**src/sfir_pkg.sv**
```systemverilog
// Shared types and constants for the nine-tap symmetric shift-add FIR filter.
package sfir_pkg;

    localparam int SAMPLE_W = 16;
    localparam int TAPS     = 8;

    typedef logic signed [SAMPLE_W-1:0] t_sample;
    typedef t_sample [TAPS-1:0]          t_taps;

endpackage

```
**src/sfir_if.sv**
```systemverilog
// Valid/ready stream interfaces for the input samples and the filtered results.
interface sfir_in_if;
    logic              valid;
    logic              ready;
    sfir_pkg::t_sample sample_value;

    modport source (output valid, output sample_value, input ready);
    modport sink   (input valid, input sample_value, output ready);
endinterface

interface sfir_out_if;
    logic              valid;
    logic              ready;
    sfir_pkg::t_sample filtered_value;

    modport source (output valid, output filtered_value, input ready);
    modport sink   (input valid, input filtered_value, output ready);
endinterface

```
**src/symmetric_fir9_shift_add.sv**
```systemverilog
// Top level of the nine-tap symmetric shift-add FIR filter.
// The filter takes one signed Q5.10 sample per cycle and returns one wrapped Q5.10 result
// per sample, in the cycle after the sample is accepted, from an output register. A new
// sample is accepted in every cycle in which the output register is empty or its result
// is being taken, so the sustained rate is one sample per clock whenever the sink keeps
// ready high; the output register alone sets that figure. The delay line is a row of
// eight cells that reset to zero, and each result uses the delay line as it stood before
// its own sample was shifted in.
module symmetric_fir9_shift_add (
    input  logic       i_clk,
    input  logic       i_rst_n,
    sfir_in_if.sink    i_sample,
    sfir_out_if.source o_filtered
);

    sfir_pkg::t_taps   taps;
    sfir_pkg::t_sample y;
    logic              accept;

    logic              r_out_valid;
    logic              n_out_valid;
    sfir_pkg::t_sample r_filtered;
    sfir_pkg::t_sample n_filtered;

    assign i_sample.ready = !r_out_valid || o_filtered.ready;
    assign accept         = i_sample.valid && i_sample.ready;

    for (genvar g = 0; g < sfir_pkg::TAPS; g++) begin : g_cell
        if (g == 0) begin : g_head
            sfir_tap_cell u_cell (
                .i_clk   (i_clk),
                .i_rst_n (i_rst_n),
                .i_shift (accept),
                .i_data  (i_sample.sample_value),
                .o_data  (taps[g])
            );
        end else begin : g_body
            sfir_tap_cell u_cell (
                .i_clk   (i_clk),
                .i_rst_n (i_rst_n),
                .i_shift (accept),
                .i_data  (taps[g-1]),
                .o_data  (taps[g])
            );
        end
    end

    sfir_combine u_combine (
        .i_x0   (i_sample.sample_value),
        .i_taps (taps),
        .o_y    (y)
    );

    always_comb begin
        n_out_valid = r_out_valid;
        n_filtered  = r_filtered;
        if (accept) begin
            n_out_valid = 1'b1;
            n_filtered  = y;
        end else if (o_filtered.ready) begin
            n_out_valid = 1'b0;
        end
    end

    always_ff @(posedge i_clk) begin
        if (!i_rst_n) begin
            r_out_valid <= 1'b0;
        end else begin
            r_out_valid <= n_out_valid;
        end
        r_filtered <= n_filtered;
    end

    assign o_filtered.valid          = r_out_valid;
    assign o_filtered.filtered_value = r_filtered;

endmodule

```
**src/sfir_tap_cell.sv**
```systemverilog
// One delay-line cell: holds a sample and passes it to its neighbor on each shift.
module sfir_tap_cell (
    input  logic              i_clk,
    input  logic              i_rst_n,
    input  logic              i_shift,
    input  sfir_pkg::t_sample i_data,
    output sfir_pkg::t_sample o_data
);

    sfir_pkg::t_sample r_data;
    sfir_pkg::t_sample n_data;

    always_comb begin
        n_data = i_shift ? i_data : r_data;
    end

    always_ff @(posedge i_clk) begin
        if (!i_rst_n) begin
            r_data <= '0;
        end else begin
            r_data <= n_data;
        end
    end

    assign o_data = r_data;

endmodule

```
**src/sfir_combine.sv**
```systemverilog
// Shift-add datapath that folds the symmetric taps into one filtered value.
module sfir_combine (
    input  sfir_pkg::t_sample i_x0,
    input  sfir_pkg::t_taps   i_taps,
    output sfir_pkg::t_sample o_y
);

    sfir_pkg::t_sample d, a, b, c;
    sfir_pkg::t_sample p1, q, r, s, p2;

    // Sums wrap to the sample width; arithmetic shifts round toward minus infinity.
    assign d  = i_x0 + i_taps[7];
    assign a  = i_taps[0] + i_taps[6];
    assign b  = i_taps[1] + i_taps[5];
    assign c  = i_taps[2] + i_taps[4];

    assign p1 = i_taps[3] + (a >>> 2);
    assign q  = c + (c >>> 2);
    assign r  = b - (b >>> 2);
    assign s  = q - r;
    assign p2 = (d >>> 3) + p1;
    assign o_y = p2 + s;

endmodule

```
**src/flat_wrapper.sv**
```systemverilog
// flat-port wrapper written by rule: the top's interface ports become plain ports
module symmetric_fir9_shift_add_flat 
  (i_clk, i_rst_n, i_sample_valid, i_sample_sample_value, i_sample_ready, o_filtered_valid, o_filtered_filtered_value, o_filtered_ready);
  sfir_in_if i_sample_i ();
  sfir_out_if o_filtered_i ();
  input  logic i_clk;
  input  logic i_rst_n;
  input wire logic [$bits(i_sample_i.valid)-1:0] i_sample_valid;
  input wire logic [$bits(i_sample_i.sample_value)-1:0] i_sample_sample_value;
  output wire logic [$bits(i_sample_i.ready)-1:0] i_sample_ready;
  output wire logic [$bits(o_filtered_i.valid)-1:0] o_filtered_valid;
  output wire logic [$bits(o_filtered_i.filtered_value)-1:0] o_filtered_filtered_value;
  input wire logic [$bits(o_filtered_i.ready)-1:0] o_filtered_ready;
  assign i_sample_i.valid = i_sample_valid;
  assign i_sample_i.sample_value = i_sample_sample_value;
  assign i_sample_ready = i_sample_i.ready;
  assign o_filtered_valid = o_filtered_i.valid;
  assign o_filtered_filtered_value = o_filtered_i.filtered_value;
  assign o_filtered_i.ready = o_filtered_ready;
  symmetric_fir9_shift_add u_core (.i_clk(i_clk), .i_rst_n(i_rst_n), .i_sample(i_sample_i), .o_filtered(o_filtered_i));
endmodule
```
**config.mk**
```make
export PLATFORM = sky130hd
export DESIGN_NAME = symmetric_fir9_shift_add_flat
export DESIGN_NICKNAME = d
export VERILOG_FILES = /design/src/sfir_pkg.sv /design/src/sfir_if.sv /design/src/symmetric_fir9_shift_add.sv /design/src/sfir_tap_cell.sv /design/src/sfir_combine.sv /design/src/flat_wrapper.sv
export SDC_FILE = /design/constraint.sdc
export NUM_CORES = 1
export LEC_CHECK = 0
export ABC_AREA = 0
export BUFFER_PORTS_ARGS = -buffer_cell sky130_fd_sc_hd__buf_2
export CAP_MARGIN = 20
export CORE_MARGIN = 4
export CORE_UTILIZATION = 50
export DETAILED_ROUTE_END_ITERATION = 12
export PLACE_DENSITY = 0.68
export SKIP_LAST_GASP = 1
export SLEW_MARGIN = 20
export SYNTH_ARGS = -nofsm -noshare
export SYNTH_HDL_FRONTEND = slang
export SYNTH_SLANG_ARGS = --single-unit
```
**constraint.sdc**
```tcl
create_clock -name i_clk -period 7.96 [get_ports i_clk]
set_clock_uncertainty 0.1 [all_clocks]
set_input_delay 0.796 -clock i_clk [delete_from_list [all_inputs] [get_ports i_clk]]
set_output_delay 0.796 -clock i_clk [all_outputs]
set_load 0.01 [all_outputs]
```
==> reports/qor.txt <==
outcome - complete, no violations
met2 Usage GRT - 28.70%
iteration count of the initial detailed-routing pass - 6
Async SR Flop Fraction - 0%
Post-DRT Antenna Nets - 0
LEAKAGE - 4.825 nW
detailed-route via count - 7562
Pint - 1.600 mW
total gr overflow - 0
fin crit share - 86.44%
synth warn - 0
root buf cell - clkbuf_16
diode count - 0
Vias/cell - 5.183
full die area - 22550 µm²
Reg power frac - 36.5%
critical path fanouts, max - 4
Sw Share - 28.88%
share of layout cells above drive strength 1 - 7.035%
H-tree levels - 4
busiest grt layer - met1
Critical Path Sink Type - register
dpl cells - 1427
Iter 0 DRT Violations - 379
PwrDens - 202.1 nW/µm²
Slowest-stage cell, CP - o311ai_0
Slew Limit Headroom - 31.58%
met1 Usage GRT - 30.43%
GR Layer Usage met3 - 3.131%
Psw - 649.8 µW
post-CTS sizing - 0
GRT Overall Usage - 19.72%
maximum vdd ir drop - 0.1528 mV
area delta synth->final - 10.15%
Seq/Total Area, Yosys - 30.31%
Post-CTS Setup Inserts - 0
CP top delay family - adder cells
unrepaired setup endpoints after global routing - false
hpwl dp - 15.57 mm
# rows - 51
combinational fraction of design power - 25.4%
CTS tree - built
Yosys cell types - 51
first-pass GRT wire length - 35.54 mm
Net Count, Synth - 1333
TritonCTS Buffers - 17
reg2reg setup slack - 1.08 ns
Slew Viols, Final - 0
synthesized area - 10100 µm²
Mapped Cells - 1164
Longest Clk Path Bufs - 2
Hold WS - 0.3684 ns
register clock-pin slew on the reported worst setup and hold paths - 0.06 ns
Least-Margin Pin Slew - 1.026 ns
Residual DRC - 0
Finish-stage setup viols - 0
EDFF count, synth - 16
clock group share of total power - 38.1%
GP Congestion - 0.8782
#FFs+latches synth - 145
Die Y - 150.2 µm
Initial Util - 51.41%
drt wl/cell - 14.47 µm
Final Hold Vio Count - 0
Ports - 38
number of global-route vias before repair - 7278
CP Cell Sequence - ha_1 -> inv_1 -> fa_1 -> nor2b_1 -> o21ai_0 -> a21boi_0 -> o21ai_0 -> a21oi_1 -> a211oi_1 -> nor2_1 -> o311ai_0 -> fa_1 -> fa_1 -> fa_1 -> inv_1 -> fa_1 -> inv_1 -> ha_1 -> a21oi_1 -> a31oi_1 -> a21o_1 -> a21oi_1 -> xnor3_1 -> xnor3_1
Critical path buffers and inverters - 3
total core area - 19650 µm²
Layout Cells excl Fill - 1459
port bufs - 37
largest net degree at the start of global routing - 130
DRT Wirelength - 21.11 mm
critical path class - reg -> reg
Top cell by count, worst path - fa_1
Setup TNS - 0 ns
initial antenna violation count - 0
Tightest Hold Check Type - reg -> reg
Nets - 1350
CTS Sinks - 145
crit path DAT - 6.95 ns
DIE WIDTH - 150.2 µm
max incr delay on CP - 0.81 ns
min cycle time layout - 6.881 ns
Syn Area/Cell - 8.681 µm²
max-cap viol count - 0
# hold bufs at CTS - 0
Clk Latency, worst-skew pair - 0.42 ns
top_reg_cell synth - dfxtp_1
Max Clk Rate - 145.3 MHz
Data required, critical path - 8.03 ns
Final WS setup - 1.079 ns
startpoint type of the worst setup path - register
DP Worst Slack - 0.9976 ns
[placed cells by master, fill, tap and decap left out, types with 5 or more instances in the layout]
cell	n
a211oi_1	7
a21boi_0	133
a21o_1	11
a21oi_1	29
a31oi_1	5
and3_1	11
buf_2	37
clkbuf_16	17
dfxtp_1	129
edfxtp_1	16
fa_1	74
ha_1	75
inv_1	116
nand2_1	286
nand2b_1	8
nand3_1	14
nor2_1	35
nor2b_1	8
nor3_1	14
o21ai_0	23
or3_1	15
xnor2_1	37
xor2_1	22
[registers in the layout, indices dropped and copies added (netlist names)]
name	cells
u_core.o_filtered.filtered_value	16
u_core.o_filtered.valid	1
u_core.g_cell.g_body.u_cell.o_data	112
u_core.g_cell.g_head.u_cell.o_data	16
[final timing paths]
check | startpoint | to | depth (start not counted)
worst max register to register | u_core.g_cell[4].g_body.u_cell.o_data[0]$_SDFFE_PN0P_ | u_core.o_filtered.filtered_value[15]$_DFFE_PP_ | 24
worst min register to register | u_core.g_cell[7].g_body.u_cell.o_data[13]$_SDFFE_PN0P_ | u_core.g_cell[7].g_body.u_cell.o_data[13]$_SDFFE_PN0P_ | 2
worst min-delay path | u_core.g_cell[7].g_body.u_cell.o_data[13]$_SDFFE_PN0P_ | u_core.g_cell[7].g_body.u_cell.o_data[13]$_SDFFE_PN0P_ | 2
worst max-delay path | u_core.g_cell[4].g_body.u_cell.o_data[0]$_SDFFE_PN0P_ | u_core.o_filtered.filtered_value[15]$_DFFE_PP_ | 24
[cells in the mapped netlist (all sizes together) (11+ instances only)]
library cell / count / area [µm²]
ha: 75 / 938.4
and3: 11 / 68.82
nor2: 35 / 131.4
clkbuf: 41 / 153.9
a21boi: 133 / 998.5
edfxtp: 16 / 480.5
dfxtp: 129 / 2582
fa: 74 / 1481
xor2: 22 / 192.7
o21ai: 26 / 137.6
inv: 117 / 439.2
a21o: 12 / 91.34
nor3: 14 / 70.07
a21oi: 29 / 145.1
xnor2: 37 / 324.1
or3: 15 / 93.84
nand2: 287 / 1077
nand3: 14 / 70.07
[worst register-to-register path: stages, from the launching register on]
cell	delay (ns)
dfxtp_1	0.33
ha_1	0.23
inv_1	0.07
fa_1	0.20
nor2b_1	0.05
o21ai_0	0.21
a21boi_0	0.15
o21ai_0	0.25
a21oi_1	0.17
a211oi_1	0.33
nor2_1	0.12
o311ai_0	0.81
fa_1	0.58
fa_1	0.50
fa_1	0.50
inv_1	0.05
fa_1	0.47
inv_1	0.04
ha_1	0.33
a21oi_1	0.15
a31oi_1	0.08
a21o_1	0.21
a21oi_1	0.18
xnor3_1	0.33
xnor3_1	0.17
[power groups by stage]
stage / Combinational, mW / Clock (mW) / Sequential, mW
floorplan: 0.418 / 0 / 0.855
global placement: 0.569 / 0 / 0.836
detailed placement: 0.577 / 0 / 0.838
CTS: 0.581 / 0.871 / 0.822
global route: 0.663 / 0.904 / 0.826
finish: 0.572 / 0.857 / 0.821
[stage by stage]
| step | power [mW] | instance area, µm² | utilization, % |
|---|---|---|---|
| final | 2.250 | 11130 | 56.63 |
| after global routing | 2.392 | 11130 | 56.63 |
| after CTS | 2.274 | 11130 | 56.61 |
| after detailed placement | 1.415 | 10500 | 53.41 |
| after global placement | 1.405 | 10500 | 53.41 |
| after floorplan | 1.273 | 10100 | - |
[logic make-up after synthesis]
family,share of synthesized area [%]
compound gates,17.03
simple gates,17.25
fa+ha+maj,23.95
xor+xnor,5.560
buf+inv,5.906
flops,30.31
[cell type report]
class | instances | area (µm²)
Fill cell | 1825 | 8523
Multi-Input combinational cell | 860 | 6452
Sequential cell | 145 | 3063
Clock buffer | 22 | 474.2
Inverter | 117 | 441.7
Tap cell | 265 | 331.6
Timing Repair Buffer | 40 | 211.5
Clock inverter | 10 | 156.4
[routing by layer]
| metal | share of wire (%) | routed length (µm) |
|---|---|---|
| met2 | 41 | 8692 |
| met5 | 0 | 0 |
| met1 | 53 | 11240 |
| met3 | 4.4 | 932 |
| met4 | 1.1 | 241 |
(Power assumes the default switching activity.)
